$ cat src/hdl/dls3d_pkg.sv
`default_nettype none
// ----------------------------------------------------------------------------
// DDA line stepper package
// Shared types, codes and fixed constants of the 3D line stepper.
// ----------------------------------------------------------------------------
package dls3d_pkg;

    localparam int STEPS_W = 10;
    localparam int INT_W   = 12;
    localparam int RND_W   = 13;

    localparam logic FUNC_START = 1'b0;
    localparam logic FUNC_TICK  = 1'b1;

    localparam logic [1:0] REG_X_LIMIT = 2'd0;
    localparam logic [1:0] REG_Y_LIMIT = 2'd1;
    localparam logic [1:0] REG_Z_LIMIT = 2'd2;

    localparam logic [10:0] X_LIMIT_RST = 11'd960;
    localparam logic [10:0] Y_LIMIT_RST = 11'd960;
    localparam logic [7:0]  Z_LIMIT_RST = 8'd96;

    localparam logic [7:0] CELL_Z_HALF = 8'd12;

    typedef struct packed {
        logic latch;
        logic setup;
        logic div_run;
        logic div_first;
        logic store_step;
        logic check;
        logic update;
        logic emit;
    } cmd_t;

    typedef struct packed {
        logic is_tick;
        logic start_ok;
    } sts_t;

endpackage
`default_nettype wire

$ cat src/hdl/dda_line_stepper_3d.sv
`default_nettype none
// ----------------------------------------------------------------------------
// 3D DDA line stepper
// Projectile line stepper: start beats set up position and per-tick steps,
// tick beats test bounds and advance; every beat returns one result.
//
//   Channel  Direction  Handshake           Payload
//   in       input      in_valid/in_stall   func, from_x/y/z, to_x/y/z
//   out      output     out_valid/out_stall pos_x/y/z, moving, shot_taken
//   cfg      input      APB write/read      x_limit, y_limit, z_limit
//
// An accepted start passes through setup, the three bit-serial divider lanes,
// the step store and the result state before its result is loaded.
// A tick passes through setup, bounds test and update; an ignored start goes from setup to the result state.
// Reset clears the limits to their defaults, the position, steps and flight.
// The next beat is taken while a result still waits on a stalled output.
// ----------------------------------------------------------------------------
module dda_line_stepper_3d
    import dls3d_pkg::*;
#(
    parameter int FRAC_BITS = 16
)
(
    input  wire logic           clk,
    input  wire logic           rst_n,
    input  wire logic           in_valid,
    output logic                in_stall,
    input  wire logic           func,
    input  wire logic [5:0]     from_x,
    input  wire logic [5:0]     from_y,
    input  wire logic [2:0]     from_z,
    input  wire logic [5:0]     to_x,
    input  wire logic [5:0]     to_y,
    input  wire logic [2:0]     to_z,
    output logic                out_valid,
    input  wire logic           out_stall,
    output logic signed [11:0]  pos_x,
    output logic signed [11:0]  pos_y,
    output logic signed [8:0]   pos_z,
    output logic                moving,
    output logic                shot_taken,
    input  wire logic           psel,
    input  wire logic           penable,
    input  wire logic           pwrite,
    input  wire logic [3:0]     paddr,
    input  wire logic [31:0]    pwdata,
    output logic [31:0]         prdata,
    output logic                pready
);

    cmd_t           cmd;
    sts_t           sts;
    logic [10:0]    x_limit_reg;
    logic [10:0]    y_limit_reg;
    logic [7:0]     z_limit_reg;
    logic           wr_en;
    logic [1:0]     reg_idx;

    assign pready  = 1'b1;
    assign reg_idx = paddr[3:2];
    assign wr_en   = psel && penable && pwrite && pready;

    always_ff @(posedge clk or negedge rst_n)
    begin
        if (!rst_n)
        begin
            x_limit_reg <= X_LIMIT_RST;
            y_limit_reg <= Y_LIMIT_RST;
            z_limit_reg <= Z_LIMIT_RST;
        end
        else if (wr_en)
        begin
            unique case (reg_idx)
                REG_X_LIMIT: x_limit_reg <= pwdata[10:0];
                REG_Y_LIMIT: y_limit_reg <= pwdata[10:0];
                REG_Z_LIMIT: z_limit_reg <= pwdata[7:0];
                default: ;
            endcase
        end
    end

    always_comb
    begin
        unique case (reg_idx)
            REG_X_LIMIT: prdata = {21'd0, x_limit_reg};
            REG_Y_LIMIT: prdata = {21'd0, y_limit_reg};
            REG_Z_LIMIT: prdata = {24'd0, z_limit_reg};
            default:     prdata = '0;
        endcase
    end

    dls3d_ctrl #(.FRAC_BITS(FRAC_BITS)) u_ctrl (
        .clk(clk),
        .rst_n(rst_n),
        .in_valid(in_valid),
        .in_stall(in_stall),
        .out_valid(out_valid),
        .out_stall(out_stall),
        .sts(sts),
        .cmd(cmd)
    );

    dls3d_datapath #(.FRAC_BITS(FRAC_BITS)) u_datapath (
        .clk(clk),
        .rst_n(rst_n),
        .cmd(cmd),
        .sts(sts),
        .func(func),
        .from_x(from_x),
        .from_y(from_y),
        .from_z(from_z),
        .to_x(to_x),
        .to_y(to_y),
        .to_z(to_z),
        .x_limit(x_limit_reg),
        .y_limit(y_limit_reg),
        .z_limit(z_limit_reg),
        .pos_x(pos_x),
        .pos_y(pos_y),
        .pos_z(pos_z),
        .moving(moving),
        .shot_taken(shot_taken)
    );

endmodule
`default_nettype wire

$ cat src/hdl/dls3d_div.sv
`default_nettype none
// ----------------------------------------------------------------------------
// Iterative divider lane
// Restoring division of a delta magnitude scaled by the fraction width by the
// step count, one quotient bit a cycle while run is high, rounded half away from zero.
// ----------------------------------------------------------------------------
module dls3d_div
    import dls3d_pkg::*;
#(
    parameter int FRAC_BITS = 16
)
(
    input  wire logic                        clk,
    input  wire logic                        load,
    input  wire logic                        run,
    input  wire logic                        first,
    input  wire logic [STEPS_W-1:0]          mag,
    input  wire logic [STEPS_W-1:0]          den,
    input  wire logic                        neg,
    output logic signed [FRAC_BITS+1:0]      quot
);

    logic [STEPS_W:0]     rem_reg;
    logic [STEPS_W:0]     rem_next;
    logic [STEPS_W-1:0]   den_reg;
    logic                 neg_reg;
    logic [FRAC_BITS:0]   quo_reg;
    logic [FRAC_BITS:0]   quo_next;
    logic [STEPS_W:0]     trial;
    logic                 round_up;
    logic [FRAC_BITS:0]   mag_q;

    always_comb
    begin
        trial = first ? rem_reg : {rem_reg[STEPS_W-1:0], 1'b0};
        if (trial >= {1'b0, den_reg})
        begin
            rem_next = trial - {1'b0, den_reg};
            quo_next = {quo_reg[FRAC_BITS-1:0], 1'b1};
        end
        else
        begin
            rem_next = trial;
            quo_next = {quo_reg[FRAC_BITS-1:0], 1'b0};
        end
    end

    always_ff @(posedge clk)
    begin
        if (load)
        begin
            rem_reg <= {1'b0, mag};
            den_reg <= den;
            neg_reg <= neg;
            quo_reg <= '0;
        end
        else if (run)
        begin
            rem_reg <= rem_next;
            quo_reg <= quo_next;
        end
    end

    always_comb
    begin
        round_up = {rem_reg, 1'b0} >= {2'b00, den_reg};
        mag_q    = quo_reg + {{FRAC_BITS{1'b0}}, round_up};
        quot     = neg_reg ? -$signed({1'b0, mag_q}) : $signed({1'b0, mag_q});
    end

endmodule
`default_nettype wire

$ cat src/hdl/dls3d_datapath.sv
`default_nettype none
// ----------------------------------------------------------------------------
// DDA line stepper datapath
// Input latch, position and step registers, bounds test, three divider lanes
// and the result register.
// ----------------------------------------------------------------------------
module dls3d_datapath
    import dls3d_pkg::*;
#(
    parameter int FRAC_BITS = 16
)
(
    input  wire logic               clk,
    input  wire logic               rst_n,
    input  wire cmd_t               cmd,
    output sts_t                    sts,
    input  wire logic               func,
    input  wire logic [5:0]         from_x,
    input  wire logic [5:0]         from_y,
    input  wire logic [2:0]         from_z,
    input  wire logic [5:0]         to_x,
    input  wire logic [5:0]         to_y,
    input  wire logic [2:0]         to_z,
    input  wire logic [10:0]        x_limit,
    input  wire logic [10:0]        y_limit,
    input  wire logic [7:0]         z_limit,
    output logic signed [11:0]      pos_x,
    output logic signed [11:0]      pos_y,
    output logic signed [8:0]       pos_z,
    output logic                    moving,
    output logic                    shot_taken
);

    localparam int POS_W  = INT_W + FRAC_BITS;
    localparam int STEP_W = FRAC_BITS + 2;

    logic                       func_reg;
    logic [5:0]                 fx_reg, fy_reg, tx_reg, ty_reg;
    logic [2:0]                 fz_reg, tz_reg;
    logic                       flight_reg;
    logic                       taken_reg;
    logic                       oob_reg;
    logic signed [POS_W-1:0]    px_reg, py_reg, pz_reg;
    logic signed [STEP_W-1:0]   sx_reg, sy_reg, sz_reg;
    logic signed [STEP_W-1:0]   qx, qy, qz;

    logic signed [6:0]          dtx, dty;
    logic signed [3:0]          dtz;
    logic [5:0]                 adx, ady;
    logic [2:0]                 adz;
    logic [STEPS_W-1:0]         mag_x, mag_y, mag_z, steps;
    logic [7:0]                 cz_int;
    logic signed [RND_W-1:0]    rx, ry, rz;
    logic                       oob;

    function automatic logic signed [RND_W-1:0] round_pos(input logic signed [POS_W-1:0] p);
        logic [POS_W-1:0] mag;
        logic [POS_W-1:0] sum;
        logic signed [RND_W-1:0] r;
        mag = p[POS_W-1] ? (~p + POS_W'(1)) : p;
        sum = mag + (POS_W'(1) << (FRAC_BITS - 1));
        r   = $signed({1'b0, sum[POS_W-1:FRAC_BITS]});
        return p[POS_W-1] ? -r : r;
    endfunction

    always_comb
    begin
        dtx   = $signed({1'b0, tx_reg}) - $signed({1'b0, fx_reg});
        dty   = $signed({1'b0, ty_reg}) - $signed({1'b0, fy_reg});
        dtz   = $signed({1'b0, tz_reg}) - $signed({1'b0, fz_reg});
        adx   = dtx[6] ? 6'(-dtx) : dtx[5:0];
        ady   = dty[6] ? 6'(-dty) : dty[5:0];
        adz   = dtz[3] ? 3'(-dtz) : dtz[2:0];
        mag_x = {adx, 4'b0000};
        mag_y = {ady, 4'b0000};
        mag_z = STEPS_W'({adz, 4'b0000}) + STEPS_W'({adz, 3'b000});
        steps = mag_x;
        if (mag_y > steps)
        begin
            steps = mag_y;
        end
        if (mag_z > steps)
        begin
            steps = mag_z;
        end
        cz_int = {1'b0, fz_reg, 4'b0000} + {2'b00, fz_reg, 3'b000} + CELL_Z_HALF;
    end

    always_comb
    begin
        rx  = round_pos(px_reg);
        ry  = round_pos(py_reg);
        rz  = round_pos(pz_reg);
        oob = (rx >= $signed({2'b00, x_limit})) || (rx <= 0)
            || (ry >= $signed({2'b00, y_limit})) || (ry <= 0)
            || (rz >= $signed({5'b00000, z_limit})) || (rz <= 0);
    end

    always_comb
    begin
        sts.is_tick  = (func_reg == FUNC_TICK);
        sts.start_ok = !flight_reg
                     && !(fx_reg == tx_reg && fy_reg == ty_reg && fz_reg == tz_reg);
    end

    dls3d_div #(.FRAC_BITS(FRAC_BITS)) u_div_x (
        .clk(clk), .load(cmd.setup), .run(cmd.div_run), .first(cmd.div_first),
        .mag(mag_x), .den(steps), .neg(dtx[6]), .quot(qx)
    );

    dls3d_div #(.FRAC_BITS(FRAC_BITS)) u_div_y (
        .clk(clk), .load(cmd.setup), .run(cmd.div_run), .first(cmd.div_first),
        .mag(mag_y), .den(steps), .neg(dty[6]), .quot(qy)
    );

    dls3d_div #(.FRAC_BITS(FRAC_BITS)) u_div_z (
        .clk(clk), .load(cmd.setup), .run(cmd.div_run), .first(cmd.div_first),
        .mag(mag_z), .den(steps), .neg(dtz[3]), .quot(qz)
    );

    always_ff @(posedge clk)
    begin
        if (cmd.latch)
        begin
            func_reg <= func;
            fx_reg   <= from_x;
            fy_reg   <= from_y;
            fz_reg   <= from_z;
            tx_reg   <= to_x;
            ty_reg   <= to_y;
            tz_reg   <= to_z;
        end
        if (cmd.check)
        begin
            oob_reg <= oob;
        end
        if (cmd.emit)
        begin
            pos_x      <= rx[11:0];
            pos_y      <= ry[11:0];
            pos_z      <= rz[8:0];
            moving     <= flight_reg;
            shot_taken <= taken_reg;
        end
    end

    always_ff @(posedge clk or negedge rst_n)
    begin
        if (!rst_n)
        begin
            flight_reg <= 1'b0;
            taken_reg  <= 1'b0;
            px_reg     <= '0;
            py_reg     <= '0;
            pz_reg     <= '0;
            sx_reg     <= '0;
            sy_reg     <= '0;
            sz_reg     <= '0;
        end
        else
        begin
            if (cmd.latch)
            begin
                taken_reg <= 1'b0;
            end
            if (cmd.setup)
            begin
                taken_reg <= 1'b1;
                px_reg    <= $signed({2'b00, fx_reg, 4'b1000, {FRAC_BITS{1'b0}}});
                py_reg    <= $signed({2'b00, fy_reg, 4'b1000, {FRAC_BITS{1'b0}}});
                pz_reg    <= $signed({4'b0000, cz_int, {FRAC_BITS{1'b0}}});
            end
            if (cmd.store_step)
            begin
                sx_reg     <= qx;
                sy_reg     <= qy;
                sz_reg     <= qz;
                flight_reg <= 1'b1;
            end
            if (cmd.update && flight_reg)
            begin
                if (oob_reg)
                begin
                    flight_reg <= 1'b0;
                end
                else
                begin
                    px_reg <= px_reg + POS_W'(sx_reg);
                    py_reg <= py_reg + POS_W'(sy_reg);
                    pz_reg <= pz_reg + POS_W'(sz_reg);
                end
            end
        end
    end

endmodule
`default_nettype wire

$ cat src/hdl/dls3d_ctrl.sv
`default_nettype none
// ----------------------------------------------------------------------------
// DDA line stepper controller
// Sequences accept, setup, division, step store, bounds test, update and result beats.
// ----------------------------------------------------------------------------
module dls3d_ctrl
    import dls3d_pkg::*;
#(
    parameter int FRAC_BITS = 16
)
(
    input  wire logic   clk,
    input  wire logic   rst_n,
    input  wire logic   in_valid,
    output logic        in_stall,
    output logic        out_valid,
    input  wire logic   out_stall,
    input  wire sts_t   sts,
    output cmd_t        cmd
);

    localparam int CNT_W = $clog2(FRAC_BITS + 1);

    typedef enum logic [6:0] {
        S_IDLE   = 7'b0000001,
        S_SETUP  = 7'b0000010,
        S_DIV    = 7'b0000100,
        S_STEP   = 7'b0001000,
        S_CHECK  = 7'b0010000,
        S_UPDATE = 7'b0100000,
        S_EMIT   = 7'b1000000
    } state_t;

    state_t             state_reg, state_next;
    logic [CNT_W-1:0]   cnt_reg, cnt_next;
    logic               out_valid_reg, out_valid_next;
    logic               out_free;

    assign out_free  = !out_valid_reg || !out_stall;
    assign in_stall  = (state_reg != S_IDLE);
    assign out_valid = out_valid_reg;

    always_comb
    begin
        state_next = state_reg;
        cnt_next   = cnt_reg;
        cmd        = '0;
        unique case (state_reg)
            S_IDLE:
            begin
                if (in_valid)
                begin
                    cmd.latch  = 1'b1;
                    state_next = S_SETUP;
                end
            end
            S_SETUP:
            begin
                cnt_next = '0;
                if (sts.is_tick)
                begin
                    state_next = S_CHECK;
                end
                else if (sts.start_ok)
                begin
                    cmd.setup  = 1'b1;
                    state_next = S_DIV;
                end
                else
                begin
                    state_next = S_EMIT;
                end
            end
            S_DIV:
            begin
                cmd.div_run   = 1'b1;
                cmd.div_first = (cnt_reg == '0);
                cnt_next      = cnt_reg + CNT_W'(1);
                if (cnt_reg == CNT_W'(FRAC_BITS))
                begin
                    state_next = S_STEP;
                end
            end
            S_STEP:
            begin
                cmd.store_step = 1'b1;
                state_next     = S_EMIT;
            end
            S_CHECK:
            begin
                cmd.check  = 1'b1;
                state_next = S_UPDATE;
            end
            S_UPDATE:
            begin
                cmd.update = 1'b1;
                state_next = S_EMIT;
            end
            S_EMIT:
            begin
                if (out_free)
                begin
                    cmd.emit   = 1'b1;
                    state_next = S_IDLE;
                end
            end
            default:
            begin
                state_next = S_IDLE;
            end
        endcase
    end

    always_comb
    begin
        out_valid_next = out_valid_reg && out_stall;
        if (cmd.emit)
        begin
            out_valid_next = 1'b1;
        end
    end

    always_ff @(posedge clk or negedge rst_n)
    begin
        if (!rst_n)
        begin
            state_reg     <= S_IDLE;
            cnt_reg       <= '0;
            out_valid_reg <= 1'b0;
        end
        else
        begin
            state_reg     <= state_next;
            cnt_reg       <= cnt_next;
            out_valid_reg <= out_valid_next;
        end
    end

`ifndef ASSERT_OFF
    a_emit_free: assert property (@(posedge clk) disable iff (!rst_n)
        cmd.emit |-> !(out_valid_reg && out_stall))
        else $error("Result loaded while a stalled beat is pending.");

    a_accept_setup: assert property (@(posedge clk) disable iff (!rst_n)
        (in_valid && !in_stall) |=> (state_reg == S_SETUP))
        else $error("Accepted beat not followed by setup.");

    a_step_after_div: assert property (@(posedge clk) disable iff (!rst_n)
        (state_reg == S_STEP) |-> ($past(state_reg) == S_DIV))
        else $error("Step store without a finished division.");

    a_valid_from_emit: assert property (@(posedge clk) disable iff (!rst_n)
        $rose(out_valid_reg) |-> ($past(state_reg) == S_EMIT))
        else $error("Output valid raised outside the result state.");
`endif

endmodule
`default_nettype wire

$ cat config.mk
export PLATFORM = sky130hd
export DESIGN_NAME = dda_line_stepper_3d
export DESIGN_NICKNAME = d
export VERILOG_FILES = /design/src/hdl/dls3d_pkg.sv /design/src/hdl/dda_line_stepper_3d.sv /design/src/hdl/dls3d_div.sv /design/src/hdl/dls3d_datapath.sv /design/src/hdl/dls3d_ctrl.sv
export SDC_FILE = /design/constraint.sdc
export NUM_CORES = 1
export LEC_CHECK = 0
export BUFFER_PORTS_ARGS = -buffer_cell sky130_fd_sc_hd__buf_2
export CAP_MARGIN = 40
export CORE_AREA = 2 2 222 202
export CTS_CLUSTER_DIAMETER = 50
export DETAILED_ROUTE_END_ITERATION = 8
export DIE_AREA = 0 0 224 204
export PLACE_DENSITY = 0.8
export SETUP_SLACK_MARGIN = 0.5
export SLEW_MARGIN = 15
export SYNTH_ARGS = -nofsm -noshare
export SYNTH_HDL_FRONTEND = slang
export SYNTH_SLANG_ARGS = --single-unit
$ cat constraint.sdc
create_clock -name clk -period 7.85 [get_ports clk]
set_input_delay 1.57 -clock clk [delete_from_list [all_inputs] [get_ports clk]]
set_output_delay 1.57 -clock clk [all_outputs]
set_load 0.05 [all_outputs]
==> flow_metrics.env <==
export IMPL_status="complete, no violations"
export IMPL_clock_skew_ns=0.0256
export IMPL_cts_root_buf="clkbuf_16"
export IMPL_power_leakage_nw=12.4
export IMPL_layout_drive_gt1_share_pct=8.70
export IMPL_clkTransAtPathRegs_ns=0.06
export IMPL_async_flop_share_pct=53.2
export IMPL_hp_class="register to register"
export IMPL_syn_to_final_growth_pct=9.42
export IMPL_fin_tns_setup_ns=0
export IMPL_gp_congestion=0.899
export IMPL_fin_crit_ns=6.45
export IMPL_vias=22300
export IMPL_cp_max_fo=16
export IMPL_critPathArrivalTime_ns=6.77
export IMPL_worstMarginPinSlew_ns=0.889
export IMPL_initial_core_util_pct=59.1
export IMPL_clock_latency_ns=0.59
export IMPL_wl_met2_mm=30.5
export IMPL_finalHoldViolCount=0
export IMPL_yosysTopAreaCell="dfrtp_1"
export IMPL_cap_violations=0
export IMPL_seq_area_frac_synth_pct=34.2
export IMPL_first_pass_iters=7
export IMPL_synth_ff_latch_count=344
export IMPL_fill_cells=3505
export IMPL_rows=73
export IMPL_fin_ws_ns=1.40
export IMPL_grt_pass1_vias=21500
export IMPL_ioPinCount=144
export IMPL_slowest_stage="a311oi_1"
export IMPL_timing_fmax_mhz=155
export IMPL_reg2reg_setup_slack_ns=1.40
export IMPL_grt_usage_pct=28.2
export IMPL_ant_nets=0
export IMPL_grt_overflow=0
export IMPL_yosys_warnings=0
export IMPL_reg2reg_depth=24
export IMPL_port_buffers=98
export IMPL_timing_rr_start="u_datapath.py_reg[9]"
export IMPL_syn_cell_area_sq_mm=0.0258
export IMPL_clk_path_buf_depth=3
export IMPL_crit_required_ns=8.17
export IMPL_grt_pass1_wl_mm=106
export IMPL_worstHoldStart="u_datapath.taken_reg"
export IMPL_synth_cells=3034
export IMPL_worstHoldEndpoint="u_datapath.shot_taken"
export IMPL_slew_limit_headroom_pct=40.2
export IMPL_htreeDepth=2
export IMPL_die_area_sq_mm=0.0457
export IMPL_cts_resized=0
export IMPL_wl_met1_mm=28.0
export IMPL_cts_buffers=43
export IMPL_postPlaceCellArea_sq_mm=0.0267
export IMPL_synth_area_per_cell_sq_um=8.49
export IMPL_cts_hold_repair_buffers=0
export IMPL_worstSetupPathType="register to register"
export IMPL_ys_types=94
export IMPL_cts_tree="built"
export IMPL_dp_slack_ns=1.52
export IMPL_period_share_pct=82.1
export IMPL_synth_top_flop_cell="dfrtp_1"
export IMPL_dp_hpwl_mm=47.5
export IMPL_dpl_cell_count=3585
export IMPL_nNetsFinal=3359
export IMPL_synth_edf_count=99
export IMPL_drtIter0Drc=1600
export IMPL_vias_per_cell=6.08
export IMPL_chipHeight_microns=204
export IMPL_n_antenna_cell=0
export IMPL_cts_setup_buffers=0
export IMPL_powerDensity_mw_per_mm2=318
export IMPL_remaining_drc_errors=0
export IMPL_synth_area_leaders="dfrtp_1 (17%), edfxtp_1 (12%), ha_1 (10%), nand2_1 (6.8%), o21ai_0 (6.2%)"
export IMPL_grt_max_degree=86
export IMPL_cp_start_kind="register"
export IMPL_antenna_found_initial=0
export IMPL_crit_chain="nor4_1 > nand4_1 > buf_4 > o21ai_0 > xnor2_1 > ha_1 > nand3_1 > a21bo_2 > a311oi_1 > a21oi_1 > xnor3_1 > o2111ai_1 > o31ai_1 > xor2_1 > inv_1 > ha_1 > a22oi_1 > o211ai_1 > nor3_1 > and4_1 > o2111a_1 > and4b_1 > o41ai_1 > buf_4"
export IMPL_core_region_area_sq_mm=0.0436
export IMPL_whs_ns=0.450
export IMPL_min_delay_path_depth=0
export IMPL_slowest_delay_ns=0.62
export IMPL_ir_drop_v=0.000323
export IMPL_reg2reg_to="u_datapath.oob_reg"
export IMPL_highest_layer="met4"
export IMPL_clkSinkCount=344
export IMPL_die_w_microns=224
export IMPL_slew_viol_final=0
export IMPL_fin_area_sq_mm=0.0282
export IMPL_drt_total_wl_mm=64.7
export IMPL_wl_per_cell_microns=17.6
export IMPL_synth_top_area_share_pct=16.7
export IMPL_wl_met3_mm=4.02
export IMPL_setup_violations=0
export IMPL_endpoint_kind="register"
export IMPL_final_cells=3666
export IMPL_rsz0062_at_grt="false"
[worst max-delay path by stage]
stage	startpoint	to	slack (ns)	cells after the start
2_1_floorplan	u_datapath.tx_reg[0]	u_datapath.u_div_x.den_reg[4]	2.13	25
3_5_place_dp	u_datapath.py_reg[9]	u_datapath.oob_reg	1.52	24
3_3_place_gp	u_datapath.px_reg[8]	u_datapath.oob_reg	1.69	24
4_1_cts	u_datapath.px_reg[8]	u_datapath.oob_reg	1.47	24
6_report	u_datapath.py_reg[9]	u_datapath.oob_reg	1.40	24
5_1_grt	u_datapath.px_reg[8]	u_datapath.oob_reg	0.91	24
[cell families after synthesis]
group | synth area share, %
AOI/OAI and AO/OA | 17.9
xor gates and xnor gates | 8.96
adders and majority gates | 10.8
buffers and inverters | 4.81
DFF | 34.2
muxes | 2.77
other | 0.0291
and+or+nand+nor | 20.6
[per-layer routing]
| metal | up-vias | track usage, % |
|---|---|---|
| li1 | 10800 | - |
| met1 | 10600 | 36.5 |
| met2 | 685 | 48.2 |
| met3 | 142 | 4.38 |
| met4 | 0 | 10.0 |
| met5 | - | 0 |
[synthesized netlist by cell type (31+ instances only)]
| library cell | n |
|---|---|
| nand3_1 | 136 |
| a21oi_1 | 127 |
| nand2b_1 | 53 |
| nor2_1 | 139 |
| or3_1 | 31 |
| o21ai_0 | 319 |
| edfxtp_1 | 99 |
| nand4_1 | 36 |
| nand2_1 | 464 |
| nor2b_1 | 39 |
| xnor2_1 | 147 |
| xor2_1 | 109 |
| clkbuf_1 | 111 |
| dfxtp_1 | 62 |
| mux2i_1 | 51 |
| dfrtp_1 | 172 |
| a21o_1 | 63 |
| ha_1 | 205 |
| inv_1 | 144 |
| nor3_1 | 61 |
[power breakdown]
group | internal [W] | switching [W] | total (W)
registers | 0.00225 | 0.000382 | 0.00263
logic | 0.00178 | 0.00258 | 0.00436
clock network | 0.00116 | 0.000831 | 0.00199
[cells in the final DEF (no fill, tap or decap), types with 36 or more instances in the layout]
master     netlist  layout
buf_2            9      97
dfrtp_1        172     172
edfxtp_1        99      99
nand2_1        464     464
nand3_1        136     134
dfxtp_1         62      62
o21ai_0        319     319
inv_1          144     144
nand4_1         36      36
nand2b_1        53      53
nor3_1          61      59
nor2_1         139     138
nor2b_1         39      39
xnor2_1        147     147
ha_1           205     205
clkbuf_16        0      44
mux2i_1         51      51
xor2_1         109     109
a21o_1          63      63
a21oi_1        127     126
[layout make-up]
cell class	count	area, sq um	area share [%]
sequential	344	8810	31.2
clock buffer	54	1190	4.22
tap	562	703	2.49
clock inverter	26	258	0.914
inverter	145	544	1.93
multi-input combinational	2408	15900	56.2
timing repair buffer	127	843	2.99
[metrics by stage]
| step | util [%] | total power, W |
|---|---|---|
| after floorplan | - | 0.00581 |
| after global placement | 61.0 | 0.00665 |
| after detailed placement | 61.4 | 0.00692 |
| after CTS | 64.7 | 0.00895 |
| after global routing | 64.7 | 0.00964 |
| final | 64.7 | 0.00898 |
[critical path, delay by kind of cell, from the launching register on]
| kind | cells | cell delay [ns] |
|---|---|---|
| xor gates and xnor gates | 3 | 0.74 |
| DFF | 1 | 0.40 |
| and+or+nand+nor | 6 | 1.47 |
| adders and majority gates | 2 | 0.61 |
| buffers and inverters | 3 | 0.50 |
| AOI/OAI and AO/OA | 10 | 2.49 |
Note: power is estimated with default switching activity, not from simulation.
